[src/rtl/core/ehj_pkg.sv]
// shared types and constants for the equality hash join engine
package ehj_pkg;

   localparam int KEY_W        = 64;
   localparam int ROW_W        = 32;
   localparam int SLOT_BITS    = 8;
   localparam int KEY_SLOTS    = 1 << SLOT_BITS;
   localparam int ROW_SEL_BITS = 4;
   localparam int MAX_ROWS     = 1 << ROW_SEL_BITS;
   localparam int CNT_BITS     = ROW_SEL_BITS + 1;
   localparam int KIND_W       = 2;
   localparam int STATUS_W     = 3;

   localparam logic [KIND_W-1:0] KIND_BUILD = 2'd0;
   localparam logic [KIND_W-1:0] KIND_PROBE = 2'd1;
   localparam logic [KIND_W-1:0] KIND_CLEAR = 2'd2;

   typedef enum logic [1:0] {
      OP_BUILD,
      OP_PROBE,
      OP_CLEAR,
      OP_NONE
   } op_type;

   typedef enum logic [STATUS_W-1:0] {
      ST_INSERTED = 3'd0,
      ST_MATCH    = 3'd1,
      ST_NOMATCH  = 3'd2,
      ST_DROPPED  = 3'd3,
      ST_CLEARED  = 3'd4
   } status_type;

   typedef struct packed {
      op_type               op;
      logic [KEY_W-1:0]     key;
      logic [ROW_W-1:0]     row_id;
      logic [SLOT_BITS-1:0] hash;
   } item_type;

   typedef struct packed {
      status_type       status;
      logic [ROW_W-1:0] probe_row;
      logic [ROW_W-1:0] build_row;
      logic             last;
   } result_type;

   // fold the key down to a slot index
   function automatic logic [SLOT_BITS-1:0] key_hash(input logic [KEY_W-1:0] key);
      logic [SLOT_BITS-1:0] h;
      h = '0;
      for (int i = 0; i < KEY_W / SLOT_BITS; i++) begin
         h = h ^ key[i*SLOT_BITS +: SLOT_BITS];
      end
      return h;
   endfunction

endpackage

[src/rtl/core/ehj_rsp_q.sv]
// result queue between the back end and the result ports
module ehj_rsp_q import ehj_pkg::*; (
   input  logic                clock,
   input  logic                reset,
   input  logic                res_valid,
   input  result_type          res,
   output logic                rsp_full,
   output logic                empty,
   input  logic                pop,
   output logic [STATUS_W-1:0] rsp_status,
   output logic [ROW_W-1:0]    rsp_probe_row,
   output logic [ROW_W-1:0]    rsp_build_row,
   output logic                rsp_last
);

   result_type q_ff [4];
   logic [1:0] wr_ff, rd_ff;
   logic [2:0] cnt_ff;
   logic       do_push, do_pop;
   result_type head;

   assign rsp_full = (cnt_ff == 3'd4);
   assign empty    = (cnt_ff == 3'd0);
   assign do_push  = res_valid && !rsp_full;
   assign do_pop   = pop && !empty;
   assign head     = q_ff[rd_ff];

   assign rsp_status    = head.status;
   assign rsp_probe_row = head.probe_row;
   assign rsp_build_row = head.build_row;
   assign rsp_last      = head.last;

   // pointers and fill count
   always_ff @(posedge clock) begin
      if (reset) begin
         wr_ff  <= '0;
         rd_ff  <= '0;
         cnt_ff <= '0;
      end else begin
         if (do_push) begin
            wr_ff <= wr_ff + 2'd1;
         end
         if (do_pop) begin
            rd_ff <= rd_ff + 2'd1;
         end
         cnt_ff <= cnt_ff + 3'(do_push) - 3'(do_pop);
      end
   end

   // storage
   always_ff @(posedge clock) begin
      if (do_push) begin
         q_ff[wr_ff] <= res;
      end
   end

endmodule

[config.mk]
export PLATFORM = sky130hd
export DESIGN_NAME = ehj_rsp_q
export DESIGN_NICKNAME = d
export VERILOG_FILES = /design/src/rtl/core/ehj_pkg.sv /design/src/rtl/core/ehj_rsp_q.sv
export SDC_FILE = /design/constraint.sdc
export NUM_CORES = 1
export LEC_CHECK = 0
export ABC_AREA = 0
export BUFFER_PORTS_ARGS = -buffer_cell sky130_fd_sc_hd__buf_2
export CORE_MARGIN = 4
export CORE_UTILIZATION = 55
export CTS_CLUSTER_DIAMETER = 120
export DETAILED_ROUTE_END_ITERATION = 8
export PLACE_DENSITY = 0.79
export SLEW_MARGIN = 20
export SYNTH_ARGS = -nofsm -noshare
export SYNTH_HDL_FRONTEND = slang
export SYNTH_SLANG_ARGS = --single-unit
[constraint.sdc]
create_clock -name clock -period 7.36 [get_ports clock]
set_clock_uncertainty 0.05 [all_clocks]
set_input_delay 1.84 -clock clock [delete_from_list [all_inputs] [get_ports clock]]
set_output_delay 1.84 -clock clock [all_outputs]
set_load 0.1 [all_outputs]
==> run summary <==
The path type of the worst min-delay path was reg -> reg. The tools report the net count of the finished layout as 642. In the final routed layout, each cell accounts on average for 22.8 µm.

The worst setup path is launched from a flop. Setup repair after global routing left no endpoint under its margin. The category of the critical setup timing path was reg -> out. Compared with the post-synthesis result, the final layout area differs by 17.9%. The logs give 1 for the level count of the clock H-tree and 0 for the number of gates resized after cts. The tool flagged a number of max-cap violations equal to 0. The initial antenna violation count was 3; the portion of the clock cycle consumed by the worst path in the final layout was 65.9%. Routability-driven placement finished with a final weighted congestion of 0.692. The run gives 56.6% as the starting density of the core.

Measured along the y axis, the die boundary spans 145 µm. Summing all non-filler instances in the final layout gives an area of 0.0121 mm². Before antenna repair, the detailed router went through 4 iterations. The total half-perimeter wirelength after legalization and detailed placement was 10400 µm. The count of nets left with antenna violations once routing finished came out at 0. Walking the worst path, the cells encountered are buf_4 > mux4_2 > buf_2. The final count of pins violating max slew is 0, and the clock input transition at the sequential cells of the worst setup and hold paths is 0.06 ns. For the finished layout, the period the worst path requires is 4.85 ns. The share of Yosys cell area claimed by the top area cell type came out at 79.3%. The via count of the first global-routing pass is 5037, and the gate count after technology mapping is 407. Hold repair after CTS inserted 0 buffers.

Of all nets on the critical path, the largest fanout is 35. The run gives 0 as the final hold violation count. No sink is reached through more buffers than the 3 on the longest clock path.

The first global-routing pass estimated 28300 µm of wire. Setup violations remaining at the end of the flow were counted as 0. The slowest stage of the critical path is the sky130_fd_sc_hd__dfxtp_4 cell.

The total detailed-routing wirelength was 18600 µm. The top-level I/O count is 142, and the maximum number of pins on one net before global-route repair is 69. The number of nets handed over by synthesis was 486. For the area of the core, the log shows 0.0182 mm². The run finished with clean final reports. The initialized floorplan defines 49 standard-cell rows. For the final routed database, the setup TNS stands at 0 ns. The transition time at the pin with the least slew margin is 1.07 ns, and the maximum clock rate is 0.206 GHz. The post-route netlist has 44.5% of its cells at a drive strength greater than 1. TritonCTS built the clock tree.

The detailed router finished its first iteration with 256 violations. For the part of the Yosys area used for sequential elements, the log shows 81.0%. The synthesized area divided by synthesized cell count is 25.3 µm². Counting flops and latches in the post-synthesis netlist gives 281. At the later pin of the worst-skew pair, clock insertion delay measures 0.53 ns. The tools report the overall global routing resource usage as 17.8%. After detailed routing, the number of remaining DRC violations is 0. The vias per cell works out to 5.73.

The number of post-CTS setup repair buffers is 0. In the post-synthesis netlist, the biggest area contributors are sky130_fd_sc_hd__edfxtp_1 (79%), sky130_fd_sc_hd__mux4_2 (15%), sky130_fd_sc_hd__dfxtp_1 (1.7%). The residual overflow from global routing came out at 0. The die footprint is 0.0210 mm², and the clock net sink count is 281.

In this run the tightest slew margin relative to its limit is 28.8%. The worst setup path is captured at an output port. On the worst path, the slowest cell contributes a delay of 0.79 ns.

In this run the clock root is driven by a sky130_fd_sc_hd__clkbuf_16. The overall via count from detail_route was 4668. The arrival time at the worst endpoint is 2.96 ns, and the number of buffers inserted by port buffering is 141. The number of clock buffers added by TritonCTS is 28. The mapped netlist covers 0.0103 mm².

After detailed placement, the total cell area comes to 0.0112 mm². Yosys printed 0 warnings. The largest area contributor in the synthesized netlist was sky130_fd_sc_hd__edfxtp_1.

At the worst endpoint, the required time is 5.47 ns. The horizontal extent of the die was 145 µm; the number of distinct library cells after synthesis was 25.
synthesized netlist by cell type:
library cell and number:
sky130_fd_sc_hd__edfxtp_1 272, sky130_fd_sc_hd__mux4_2 68, sky130_fd_sc_hd__dfxtp_1 9, sky130_fd_sc_hd__inv_1 8
sky130_fd_sc_hd__ha_1 6, sky130_fd_sc_hd__clkbuf_1 5, sky130_fd_sc_hd__and2_1 4, sky130_fd_sc_hd__buf_2 4
sky130_fd_sc_hd__buf_4 4, sky130_fd_sc_hd__nor2_1 4, sky130_fd_sc_hd__buf_12 3, sky130_fd_sc_hd__a21oi_1 2
sky130_fd_sc_hd__nand2b_1 2, sky130_fd_sc_hd__nor2b_1 2, sky130_fd_sc_hd__o21ai_0 2, sky130_fd_sc_hd__or3_1 2
sky130_fd_sc_hd__xnor2_1 2, sky130_fd_sc_hd__buf_6 1, sky130_fd_sc_hd__fa_1 1, sky130_fd_sc_hd__mux2i_1 1
sky130_fd_sc_hd__nand2_1 1, sky130_fd_sc_hd__nor3_1 1, sky130_fd_sc_hd__nor3b_1 1, sky130_fd_sc_hd__o31ai_1 1
sky130_fd_sc_hd__xor2_1 1
layout by cell type (no fill, tap or decap), drive strengths merged:
| cell | synthesis | routed |
|---|---|---|
| edfxtp | 272 | 272 |
| diode | 0 | 1 |
| nand2 | 1 | 1 |
| nor3 | 1 | 1 |
| buf | 12 | 143 |
| clkinv | 0 | 14 |
| nor2 | 4 | 4 |
| inv | 8 | 8 |
| a21oi | 2 | 2 |
| and2 | 4 | 4 |
| or3 | 2 | 2 |
| nor2b | 2 | 2 |
| xnor2 | 2 | 2 |
| o21ai | 2 | 2 |
| o31ai | 1 | 1 |
| xor2 | 1 | 1 |
| fa | 1 | 1 |
| mux4 | 68 | 68 |
| nor3b | 1 | 1 |
| bufinv | 0 | 4 |
| clkinvlp | 0 | 1 |
| mux2i | 1 | 1 |
| nand2b | 2 | 2 |
| dfxtp | 9 | 9 |
| ha | 6 | 6 |
| clkbuf | 5 | 32 |
through the flow:
step                instances  worst slack (ns)  hold WS (ns)  utilization [%]
global placement          761              2.93         0.420             61.4
floorplan                 407              2.64         0.409                -
detailed placement        761              2.94         0.440             61.4
finish                    814              2.51         0.457             66.7
global route              814              2.24         0.496             66.7
CTS                       812              2.38         0.457             66.6
state kept, by name (all words and copies together), names as in the netlist, named ones only:
register and cells:
q_ff 272, cnt_ff 3, rd_ff 2, wr_ff 2
final timing paths:
check             cells after the start      start            end  slack [ns]
setup / recovery                      3       flop  rsp_status[0]        2.51
hold / removal                        2   rd_ff[1]           flop        0.46
setup reg to reg                     10  cnt_ff[2]      cnt_ff[2]        4.88
hold reg to reg                       2   rd_ff[1]           flop        0.46
cells by family after synthesis:
kind of cell             synth area share, %
AO/OA/AOI/OAI                          0.267
XOR/XNOR                               0.255
adder cells (fa/ha/maj)                0.923
buffers and inverters                   1.65
flip-flops                              81.0
multiplexers                            15.0
AND/OR/NAND/NOR                        0.911
worst max-delay path, delay by kind of cell (launching register included):
family / cells / cell delay [ns]
multiplexers: 1 / 0.61
flip-flops: 1 / 0.79
buffers and inverters: 2 / 1.00
metal layers:
metal	wire length, µm	GRT usage [%]	up-vias
met4	340	4.81	4
met5	27	0	-
met1	7590	24.3	2408
met3	1400	3.94	35
met2	9230	29.7	186
li1	-	-	2035
final cells by class:
cell class,instances,area [µm²]
fill,1139,6070
sequential,281,8360
inverter,8,30.0
tap,229,287
clock buffer,32,737
multi-input combinational,101,1790
timing repair buffer,143,733
antenna,1,2.50
clock inverter,19,203
Power is left out: the tool's default activity adds up to more than one toggle a clock period on the data nets, which glitch-free logic cannot reach.
