**src/rtl/core/ehj_pkg.sv**
```systemverilog
// shared types and constants for the equality hash join engine
package ehj_pkg;

   localparam int KEY_W        = 64;
   localparam int ROW_W        = 32;
   localparam int SLOT_BITS    = 8;
   localparam int KEY_SLOTS    = 1 << SLOT_BITS;
   localparam int ROW_SEL_BITS = 4;
   localparam int MAX_ROWS     = 1 << ROW_SEL_BITS;
   localparam int CNT_BITS     = ROW_SEL_BITS + 1;
   localparam int KIND_W       = 2;
   localparam int STATUS_W     = 3;

   localparam logic [KIND_W-1:0] KIND_BUILD = 2'd0;
   localparam logic [KIND_W-1:0] KIND_PROBE = 2'd1;
   localparam logic [KIND_W-1:0] KIND_CLEAR = 2'd2;

   typedef enum logic [1:0] {
      OP_BUILD,
      OP_PROBE,
      OP_CLEAR,
      OP_NONE
   } op_type;

   typedef enum logic [STATUS_W-1:0] {
      ST_INSERTED = 3'd0,
      ST_MATCH    = 3'd1,
      ST_NOMATCH  = 3'd2,
      ST_DROPPED  = 3'd3,
      ST_CLEARED  = 3'd4
   } status_type;

   typedef struct packed {
      op_type               op;
      logic [KEY_W-1:0]     key;
      logic [ROW_W-1:0]     row_id;
      logic [SLOT_BITS-1:0] hash;
   } item_type;

   typedef struct packed {
      status_type       status;
      logic [ROW_W-1:0] probe_row;
      logic [ROW_W-1:0] build_row;
      logic             last;
   } result_type;

   // fold the key down to a slot index
   function automatic logic [SLOT_BITS-1:0] key_hash(input logic [KEY_W-1:0] key);
      logic [SLOT_BITS-1:0] h;
      h = '0;
      for (int i = 0; i < KEY_W / SLOT_BITS; i++) begin
         h = h ^ key[i*SLOT_BITS +: SLOT_BITS];
      end
      return h;
   endfunction

endpackage

```
**src/rtl/core/ehj_front.sv**
```systemverilog
// front end: accepts items, classifies them and queues them for the back end
module ehj_front import ehj_pkg::*; (
   input  logic              clock,
   input  logic              reset,
   input  logic              push,
   output logic              full,
   input  logic [KIND_W-1:0] req_kind,
   input  logic [KEY_W-1:0]  req_key,
   input  logic [ROW_W-1:0]  req_row_id,
   output logic              fe_valid,
   output item_type          fe_item,
   input  logic              fe_take
);

   item_type   q_ff [2];
   logic       wr_ff, wr_in;
   logic       rd_ff, rd_in;
   logic [1:0] cnt_ff, cnt_in;
   logic       do_push, do_pop;
   item_type   cls;

   // classify the incoming item
   always_comb begin
      unique case (req_kind)
         KIND_BUILD: cls.op = OP_BUILD;
         KIND_PROBE: cls.op = OP_PROBE;
         KIND_CLEAR: cls.op = OP_CLEAR;
         default:    cls.op = OP_NONE;
      endcase
      cls.key    = req_key;
      cls.row_id = req_row_id;
      cls.hash   = key_hash(req_key);
   end

   assign full     = (cnt_ff == 2'd2);
   assign fe_valid = (cnt_ff != 2'd0);
   assign fe_item  = q_ff[rd_ff];
   assign do_push  = push && !full;
   assign do_pop   = fe_take && fe_valid;

   // queue pointers
   always_comb begin
      wr_in  = do_push ? ~wr_ff : wr_ff;
      rd_in  = do_pop ? ~rd_ff : rd_ff;
      cnt_in = cnt_ff + 2'(do_push) - 2'(do_pop);
   end

   always_ff @(posedge clock) begin
      if (reset) begin
         wr_ff  <= 1'b0;
         rd_ff  <= 1'b0;
         cnt_ff <= 2'd0;
      end else begin
         wr_ff  <= wr_in;
         rd_ff  <= rd_in;
         cnt_ff <= cnt_in;
      end
   end

   // queue storage
   always_ff @(posedge clock) begin
      if (do_push) begin
         q_ff[wr_ff] <= cls;
      end
   end

endmodule

```
**config.mk**
```make
export PLATFORM = sky130hd
export DESIGN_NAME = ehj_front
export DESIGN_NICKNAME = d
export VERILOG_FILES = /design/src/rtl/core/ehj_pkg.sv /design/src/rtl/core/ehj_front.sv
export SDC_FILE = /design/constraint.sdc
export NUM_CORES = 1
export LEC_CHECK = 0
export BUFFER_PORTS_ARGS = -buffer_cell sky130_fd_sc_hd__buf_2
export CAP_MARGIN = 20
export CORE_MARGIN = 2
export CORE_UTILIZATION = 25
export CTS_CLUSTER_DIAMETER = 120
export DETAILED_ROUTE_END_ITERATION = 16
export PLACE_DENSITY_LB_ADDON = 0.08
export SETUP_SLACK_MARGIN = 0.1
export SLEW_MARGIN = 20
export SYNTH_ARGS = -nofsm -noshare
export SYNTH_HDL_FRONTEND = slang
export SYNTH_SLANG_ARGS = --single-unit
```
**constraint.sdc**
```tcl
create_clock -name clock -period 11.9 [get_ports clock]
set_input_delay 2.38 -clock clock [delete_from_list [all_inputs] [get_ports clock]]
set_output_delay 2.38 -clock clock [all_outputs]
set_load 0.05 [all_outputs]
```
==> results of run 1 <==
[sequential cells by signal, indices dropped and copies added (netlist names), named ones only]
| name | cells |
|---|---|
| cnt_ff | 2 |
| q_ff | 212 |
| rd_ff | 1 |
| wr_ff | 1 |
[logic make-up after synthesis]
group           Yosys count  synth area share [%]
xor+xnor                 58                  5.95
simple gates             11                 0.703
fa+ha+maj                 2                 0.293
compound gates            3                 0.205
buf+inv                  18                  1.41
flops                   217                  75.7
mux                     106                  15.7
[critical path: cells and delay by family (launching register included)]
family,cells,cell delay (ns)
DFF,1,0.87
muxes,1,0.42
buffers and inverters,2,1.03
[Yosys cell counts (2+ instances only)]
library cell	instances
edfxtp_1	212
mux2_2	66
xnor2_1	49
mux2_4	40
xor2_1	9
buf_2	6
buf_6	6
dfxtp_1	5
inv_1	4
nor2_1	3
clkbuf_1	2
ha_1	2
[area by class of cell]
type                            count  area [µm²]  area share [%]
Timing Repair Buffer              212        1070            9.82
Inverter                            4        17.5           0.161
Clock buffer                       42         762            7.00
Sequential cell                   217        6470            59.5
Tap cell                          448         561            5.15
Multi-Input combinational cell    180        1960            18.0
Clock inverter                      3        40.0           0.368
Antenna cell                        1        2.50          0.0230
[power by group]
part / switching (W) / internal [W] / leakage (nW)
Clock: 0.000285 / 0.000454 / 0.390
Combinational: 0.000716 / 0.000300 / 1.58
Sequential: 0.0000576 / 0.000987 / 2.02
Total: 0.00106 / 0.00174 / 4.00
[per-stage QoR]
step           hold WS [ns]  std cells  power, W  setup WS, ns  instance area (µm²)
2_1_floorplan         0.452        415   0.00188          6.54                 8540
3_3_place_gp          0.484       1061   0.00209          7.03                10100
3_5_place_dp          0.496       1061   0.00210          7.02                10100
4_1_cts               0.504       1106   0.00286          6.42                10900
5_1_grt               0.518       1107   0.00293          6.34                10900
6_report              0.498       1107   0.00280          6.52                10900
[final timing paths]
| kind | end | depth (start not counted) |
|---|---|---|
| setup / recovery | fe_item[49] | 3 |
| hold / removal | wr_ff$_SDFFE_PP0N_ | 2 |
| setup reg to reg | q_ff[0][0]$_DFFE_PP_ | 5 |
| hold reg to reg | wr_ff$_SDFFE_PP0N_ | 2 |
[routing by layer]
layer	global-route usage (%)	vias up	wire [µm]
li1	-	2036	-
met1	11.4	2109	7100
met2	18.1	139	9620
met3	2.42	34	1080
met5	0	-	0
met4	4.15	0	549
==> impl_metrics.prom, run 1 <==
# TYPE chip_impl_metric gauge
chip_impl_info{name="status",value="finished, final reports clean"} 1
chip_impl_info{name="synth_ff_type",value="edfxtp_1"} 1
chip_impl_metric{name="routed_wire_length_per_instance",unit="µm"} 16.6
chip_impl_metric{name="hold_viol_final",unit=""} 0
chip_impl_metric{name="max-clock-path-buffers",unit=""} 3
chip_impl_info{name="endpoint_kind",value="output port"} 1
chip_impl_info{name="cp_cell_sequence",value="buf_4, mux2_2, buf_2"} 1
chip_impl_metric{name="drtAntennaViolNets",unit=""} 0
chip_impl_info{name="min-delay-start",value="wr_ff$_SDFFE_PP0N_"} 1
chip_impl_metric{name="clock_skew",unit="ns"} 0.00946
chip_impl_metric{name="synth_warnings",unit=""} 0
chip_impl_metric{name="floorplan.die.height",unit="µm"} 189
chip_impl_metric{name="maxSlewHeadroom",unit="%"} 36.8
chip_impl_info{name="critPathSlowestCell",value="dfxtp_4"} 1
chip_impl_metric{name="timing.critical_path.arrival",unit="ns"} 3.00
chip_impl_metric{name="i_o_pin_total",unit=""} 210
chip_impl_metric{name="yosysUniqueCellTypes",unit=""} 23
chip_impl_metric{name="setup_tns",unit="ns"} 0
chip_impl_info{name="worst_setup_path_type",value="reg -> out"} 1
chip_impl_info{name="cts.root.buffer_cell",value="clkbuf_16"} 1
chip_impl_metric{name="detail_route.wirelength",unit="µm"} 18300
chip_impl_metric{name="timing.critical_path.fanout_max",unit=""} 55
chip_impl_metric{name="globalRouteOverflowTotal",unit=""} 0
chip_impl_metric{name="postSynthRegisterBits",unit=""} 217
chip_impl_metric{name="timing.fmax",unit="MHz"} 186
chip_impl_metric{name="p_per_area",unit="nW/µm²"} 257
chip_impl_metric{name="post-route-period-util",unit="%"} 45.2
chip_impl_metric{name="antenna_found_initial",unit=""} 1
chip_impl_metric{name="ys_seq_area_share",unit="%"} 75.7
chip_impl_metric{name="via_count_of_the_first_global_routing_pass",unit=""} 4759
chip_impl_metric{name="drt-vias-per-instance",unit=""} 3.90
chip_impl_metric{name="clock_transition_at_the_registers_of_the_reported_paths",unit="ns"} 0.05
chip_impl_metric{name="finish.net_count",unit=""} 745
chip_impl_metric{name="layout_min_cycle_time",unit="ns"} 5.38
chip_impl_info{name="setup_repair_after_global_routing_missed_its_margin",value="no"} 1
chip_impl_metric{name="leakagePower",unit="nW"} 4.00
chip_impl_metric{name="ir_worst_vdd",unit="V"} 0.000106
chip_impl_metric{name="pins_over_their_slew_limit",unit=""} 0
chip_impl_metric{name="synthToLayoutAreaGrowth",unit="%"} 27.4
chip_impl_metric{name="grt_first_pass_wirelength",unit="µm"} 27400
chip_impl_metric{name="postSynth.asyncResetShare",unit="%"} 0
chip_impl_metric{name="max_cap_viol_count",unit=""} 0
chip_impl_metric{name="grtUsageTotal",unit="%"} 10.1
chip_impl_metric{name="grt_max_degree",unit=""} 58
chip_impl_metric{name="floorplan.rows",unit=""} 67
chip_impl_metric{name="timing_worst_slew_pin_value",unit="ns"} 0.947
chip_impl_info{name="cts_tree",value="built"} 1
chip_impl_metric{name="placement.io_buffers",unit=""} 209
chip_impl_metric{name="post_cts.resized_instances",unit=""} 0
chip_impl_metric{name="setup_viol_count_final",unit=""} 0
chip_impl_metric{name="cts.hold.buffers_added",unit=""} 0
chip_impl_info{name="r2r-start",value="cnt_ff[0]$_SDFF_PP0_"} 1
chip_impl_metric{name="fillers",unit=""} 3307
chip_impl_metric{name="post_cts_buffers",unit=""} 0
chip_impl_metric{name="drt_drc_violations_left",unit=""} 0
chip_impl_metric{name="synth_fp_nets",unit=""} 519
chip_impl_info{name="synthDominantAreaCellType",value="edfxtp_1"} 1
chip_impl_metric{name="die_x",unit="µm"} 189
chip_impl_metric{name="critical-path-max-stage-delay",unit="ns"} 0.87
chip_impl_metric{name="floorplan.initialDensity",unit="%"} 25.4
chip_impl_metric{name="drt_pass1_iterations",unit=""} 4
chip_impl_metric{name="synth_edf_count",unit=""} 212
chip_impl_info{name="min-delay-path-class",value="reg -> reg"} 1
chip_impl_metric{name="floorplan.core_area",unit="µm²"} 33600
chip_impl_metric{name="layout-drive-gt1-share",unit="%"} 54.1
chip_impl_metric{name="routability_cong",unit=""} 0.718
chip_impl_metric{name="tritoncts.num_buffers",unit=""} 26
chip_impl_metric{name="reg2reg_setup_slack",unit="ns"} 9.15
chip_impl_info{name="yosys-top-cells-area",value="edfxtp_1 (75%), mux2_2 (8.7%), mux2_4 (7.0%)"} 1
chip_impl_metric{name="syn_area",unit="µm²"} 8540
chip_impl_metric{name="detailedPlacementHpwl",unit="µm"} 12100
chip_impl_metric{name="syn-instance-count",unit=""} 415
chip_impl_metric{name="clkSinkCount",unit=""} 217
chip_impl_metric{name="floorplan.die_area",unit="µm²"} 35700
chip_impl_metric{name="cts_htree_levels",unit=""} 1
chip_impl_info{name="worst_setup_path_start_kind",value="flip-flop"} 1
chip_impl_metric{name="cp_data_required_time",unit="ns"} 9.52
chip_impl_metric{name="initialDrtViolationCount",unit=""} 147
chip_impl_metric{name="post-synth-top-area-fraction",unit="%"} 74.5
chip_impl_metric{name="clk_latency",unit="ns"} 0.52
chip_impl_info{name="most-common-layout-cells",value="edfxtp_1 (212), buf_2 (209), mux2_2 (66), xnor2_1 (49), mux2_4 (40)"} 1
chip_impl_metric{name="syn_avg_cell_area",unit="µm²"} 20.6
chip_impl_metric{name="num_vias",unit=""} 4318
chip_impl_info{name="most_common_library_cell_in_the_layout_ignoring_fill_and_taps",value="edfxtp_1"} 1
chip_impl_metric{name="finalCoreUtilization",unit="%"} 32.4
No activity file was read; power rests on OpenSTA's default activity.
==> run 2: changes to the inputs <==
--- a/config.mk
+++ b/config.mk
@@ -5,6 +5,7 @@
 export SDC_FILE = /design/constraint.sdc
 export NUM_CORES = 1
 export LEC_CHECK = 0
+export ABC_AREA = 1
 export BUFFER_PORTS_ARGS = -buffer_cell sky130_fd_sc_hd__buf_2
 export CAP_MARGIN = 20
 export CORE_MARGIN = 2
==> constraint.sdc (replaced) <==
create_clock -name clock -period 5.5 [get_ports clock]
set_input_delay 1.1 -clock clock [delete_from_list [all_inputs] [get_ports clock]]
set_output_delay 1.1 -clock clock [all_outputs]
set_load 0.05 [all_outputs]
==> impl_metrics.prom, run 2 <==
# TYPE chip_impl_metric gauge
chip_impl_info{name="critPathSlowestCell",value="dfxtp_4"} 1
chip_impl_metric{name="layout-drive-gt1-share",unit="%"} 43.2
chip_impl_info{name="worst_setup_path_type",value="reg -> out"} 1
chip_impl_metric{name="postSynthRegisterBits",unit=""} 217
chip_impl_metric{name="post_cts_buffers",unit=""} 0
chip_impl_metric{name="p_total",unit="W"} 0.00585
chip_impl_info{name="regMostFlops",value="q_ff"} 1
chip_impl_metric{name="clkSinkCount",unit=""} 217
chip_impl_metric{name="worst_hold_path.num_cells",unit=""} 2
chip_impl_metric{name="initialDrtViolationCount",unit=""} 180
chip_impl_metric{name="antenna_found_initial",unit=""} 0
chip_impl_info{name="status",value="finished, final reports clean"} 1
chip_impl_metric{name="via_count_of_the_first_global_routing_pass",unit=""} 5409
chip_impl_info{name="largest_registers_in_the_final_layout",value="q_ff (212), cnt_ff (2)"} 1
chip_impl_metric{name="ir_worst_vdd",unit="V"} 0.000242
chip_impl_metric{name="timing.fmax",unit="MHz"} 276
chip_impl_info{name="synthDominantAreaCellType",value="edfxtp_1"} 1
chip_impl_metric{name="synth_edf_count",unit=""} 212
chip_impl_metric{name="post-synth-top-area-fraction",unit="%"} 70.7
chip_impl_metric{name="drt_drc_violations_left",unit=""} 0
chip_impl_metric{name="pins_over_their_slew_limit",unit=""} 0
chip_impl_metric{name="cts_htree_levels",unit=""} 1
chip_impl_metric{name="insertedDiodeCount",unit=""} 0
chip_impl_info{name="most_common_library_cell_in_the_layout_ignoring_fill_and_taps",value="edfxtp_1"} 1
chip_impl_metric{name="timing.critical_path.fanout_max",unit=""} 60
chip_impl_metric{name="synth_fp_nets",unit=""} 689
chip_impl_metric{name="timing_worst_slew_pin_value",unit="ns"} 0.807
chip_impl_info{name="worstReg2RegEnd",value="q_ff[1][22]$_DFFE_PP_"} 1
chip_impl_metric{name="globalRouteOverflowTotal",unit=""} 0
chip_impl_info{name="worst_setup_path_start_kind",value="flip-flop"} 1
chip_impl_metric{name="finish.net_count",unit=""} 919
chip_impl_metric{name="fin_worst_hold_slack",unit="ns"} 0.481
chip_impl_metric{name="setup_tns",unit="ns"} 0
chip_impl_metric{name="floorplan.initialDensity",unit="%"} 25.4
chip_impl_metric{name="tritoncts.num_buffers",unit=""} 26
chip_impl_metric{name="hold_viol_final",unit=""} 0
chip_impl_metric{name="maxSlewHeadroom",unit="%"} 46.2
chip_impl_metric{name="layout_min_cycle_time",unit="ns"} 3.63
chip_impl_metric{name="floorplan.core_area",unit="µm²"} 35500
chip_impl_metric{name="p_per_area",unit="nW/µm²"} 511
chip_impl_info{name="endpoint_kind",value="output port"} 1
chip_impl_metric{name="clock_skew",unit="ns"} 0.00481
chip_impl_metric{name="largest_register_ffs",unit=""} 212
chip_impl_metric{name="num_vias",unit=""} 5136
chip_impl_info{name="synthMostInstantiatedCell",value="edfxtp_1"} 1
chip_impl_metric{name="floorplan.die_area",unit="µm²"} 37500
chip_impl_metric{name="yosysUniqueCellTypes",unit=""} 19
chip_impl_info{name="cts_tree",value="built"} 1
chip_impl_info{name="cp_cell_sequence",value="buf_12, mux2_2, buf_2"} 1
chip_impl_metric{name="detailedPlacementHpwl",unit="µm"} 13400
chip_impl_metric{name="postSynth.asyncResetShare",unit="%"} 0
chip_impl_metric{name="synth_warnings",unit=""} 0
chip_impl_info{name="most-common-layout-cells",value="edfxtp_1 (212), buf_2 (209), nand2_1 (116), inv_1 (69), mux2_2 (66)"} 1
chip_impl_metric{name="reg2reg_setup_slack",unit="ns"} 3.66
chip_impl_metric{name="cts.hold.buffers_added",unit=""} 0
chip_impl_info{name="setup_repair_after_global_routing_missed_its_margin",value="no"} 1
chip_impl_metric{name="routed_wire_length_per_instance",unit="µm"} 15.6
chip_impl_info{name="min-delay-path-class",value="reg -> reg"} 1
chip_impl_metric{name="cp_data_required_time",unit="ns"} 4.40
chip_impl_metric{name="critical-path-max-stage-delay",unit="ns"} 0.86
chip_impl_metric{name="drt_pass1_iterations",unit=""} 4
chip_impl_metric{name="fillers",unit=""} 3522
chip_impl_metric{name="die_x",unit="µm"} 194
chip_impl_metric{name="timing.reg2reg.worst_path_depth",unit=""} 5
chip_impl_metric{name="post-route-period-util",unit="%"} 65.9
chip_impl_metric{name="floorplan.rows",unit=""} 69
chip_impl_info{name="kind_of_cell_with_the_highest_combined_delay_on_the_critical_path",value="flip-flops"} 1
chip_impl_metric{name="syn_area",unit="µm²"} 9000
chip_impl_info{name="r2r-start",value="cnt_ff[1]$_SDFF_PP0_"} 1
chip_impl_metric{name="drtAntennaViolNets",unit=""} 0
chip_impl_metric{name="grt_first_pass_wirelength",unit="µm"} 31100
chip_impl_metric{name="combined_buffer_and_inverter_count_along_the_critical_path",unit=""} 2
chip_impl_metric{name="placement.io_buffers",unit=""} 209
chip_impl_metric{name="drt-vias-per-instance",unit=""} 3.98
chip_impl_metric{name="ys_seq_area_share",unit="%"} 71.9
chip_impl_metric{name="post_cts.resized_instances",unit=""} 0
chip_impl_metric{name="max_cap_viol_count",unit=""} 0
chip_impl_info{name="ys_top_cells_by_count",value="edfxtp_1 (212), nand2_1 (116), inv_1 (69), mux2_2 (66), mux2_4 (40)"} 1
chip_impl_info{name="cts.root.buffer_cell",value="clkbuf_16"} 1
chip_impl_metric{name="i_o_pin_total",unit=""} 210
chip_impl_metric{name="syn-instance-count",unit=""} 585
chip_impl_metric{name="syn_avg_cell_area",unit="µm²"} 15.4
chip_impl_info{name="min-delay-start",value="rd_ff$_SDFFE_PP0P_"} 1
chip_impl_metric{name="finalInstanceArea",unit="µm²"} 11500
chip_impl_metric{name="setup_viol_count_final",unit=""} 0
chip_impl_info{name="synth_ff_type",value="edfxtp_1"} 1
chip_impl_metric{name="grtUsageTotal",unit="%"} 10.5
chip_impl_metric{name="clock_transition_at_the_registers_of_the_reported_paths",unit="ns"} 0.05
chip_impl_metric{name="synthToLayoutAreaGrowth",unit="%"} 27.3
chip_impl_metric{name="detail_route.wirelength",unit="µm"} 20200
chip_impl_metric{name="grt_max_degree",unit=""} 70
chip_impl_metric{name="leakagePower",unit="nW"} 4.67
chip_impl_metric{name="finalCoreUtilization",unit="%"} 32.3
chip_impl_metric{name="routability_cong",unit=""} 0.692
chip_impl_metric{name="clk_latency",unit="ns"} 0.52
chip_impl_metric{name="max-clock-path-buffers",unit=""} 3
chip_impl_info{name="yosys-top-cells-area",value="edfxtp_1 (71%), mux2_2 (8.3%), mux2_4 (6.7%)"} 1
chip_impl_metric{name="floorplan.die.height",unit="µm"} 194
chip_impl_metric{name="timing.critical_path.arrival",unit="ns"} 2.53
chip_impl_metric{name="placement.cell_area",unit="µm²"} 10600
[run 2: cell types whose count changed after synthesis, sizes merged, moves of 2 or more]
cell | previous run | this run
xnor2 | 49 | 1
nor3b | 0 | 2
inv | 4 | 69
nand3 | 0 | 32
nand3b | 0 | 8
nand2 | 1 | 116
nor2 | 3 | 5
[run 2: stage by stage]
step / std cells / setup slack [ns]
2_1_floorplan: 585 / 1.11
3_3_place_gp: 1247 / 2.37
3_5_place_dp: 1247 / 2.35
4_1_cts: 1291 / 1.77
5_1_grt: 1292 / 1.73
6_report: 1292 / 1.87
[run 2: kinds of logic after synthesis]
kind of cell,count (synthesis),share of synthesized area (%)
muxes,106,14.9
xor gates and xnor gates,9,0.876
and+or+nand+nor,165,7.80
adders and majority gates,2,0.278
buffers and inverters,83,4.05
DFF,217,71.9
AOI/OAI and AO/OA,3,0.209
[run 2: metal layers]
metal / vias to the layer above / track usage, % / wire [µm]
li1: 2531 / - / -
met1: 2440 / 12.9 / 8700
met2: 134 / 18.4 / 9870
met3: 31 / 2.42 / 1040
met4: 0 / 3.45 / 604
met5: - / 0 / 0
[run 2: power by group]
part	switching, W	leakage [nW]	internal [W]	total, W
clock network	0.000642	0.401	0.00103	0.00167
logic	0.00140	2.25	0.000565	0.00196
registers	0.000101	2.02	0.00212	0.00222
[run 2: worst max-delay path by stage]
stage | startpoint | endpoint | slack, ns | cells past startpoint
CTS | flip-flop | fe_item[46] | 1.77 | 3
finish | flip-flop | fe_item[6] | 1.87 | 3
global placement | flip-flop | fe_item[27] | 2.37 | 3
floorplan | push | q_ff[1][0]$_DFFE_PP_ | 1.11 | 2
global route | flip-flop | fe_item[34] | 1.73 | 3
detailed placement | flip-flop | fe_item[46] | 2.35 | 3
[run 2: worst register-to-register path: cells and delay by family, from the launching register on]
kind,cells,cell delay [ns]
AOI/OAI and AO/OA,1,0.13
buffers and inverters,3,0.69
DFF,1,0.30
and+or+nand+nor,1,0.39
[run 2: area by class of cell]
class,instances,area (µm²),share of cell area [%]
clock buffer,34,702,6.13
sequential,217,6470,56.5
tap,461,577,5.04
clock inverter,10,120,1.05
multi-input combinational,285,2180,19.1
inverter,69,259,2.26
timing repair buffer,216,1140,9.95
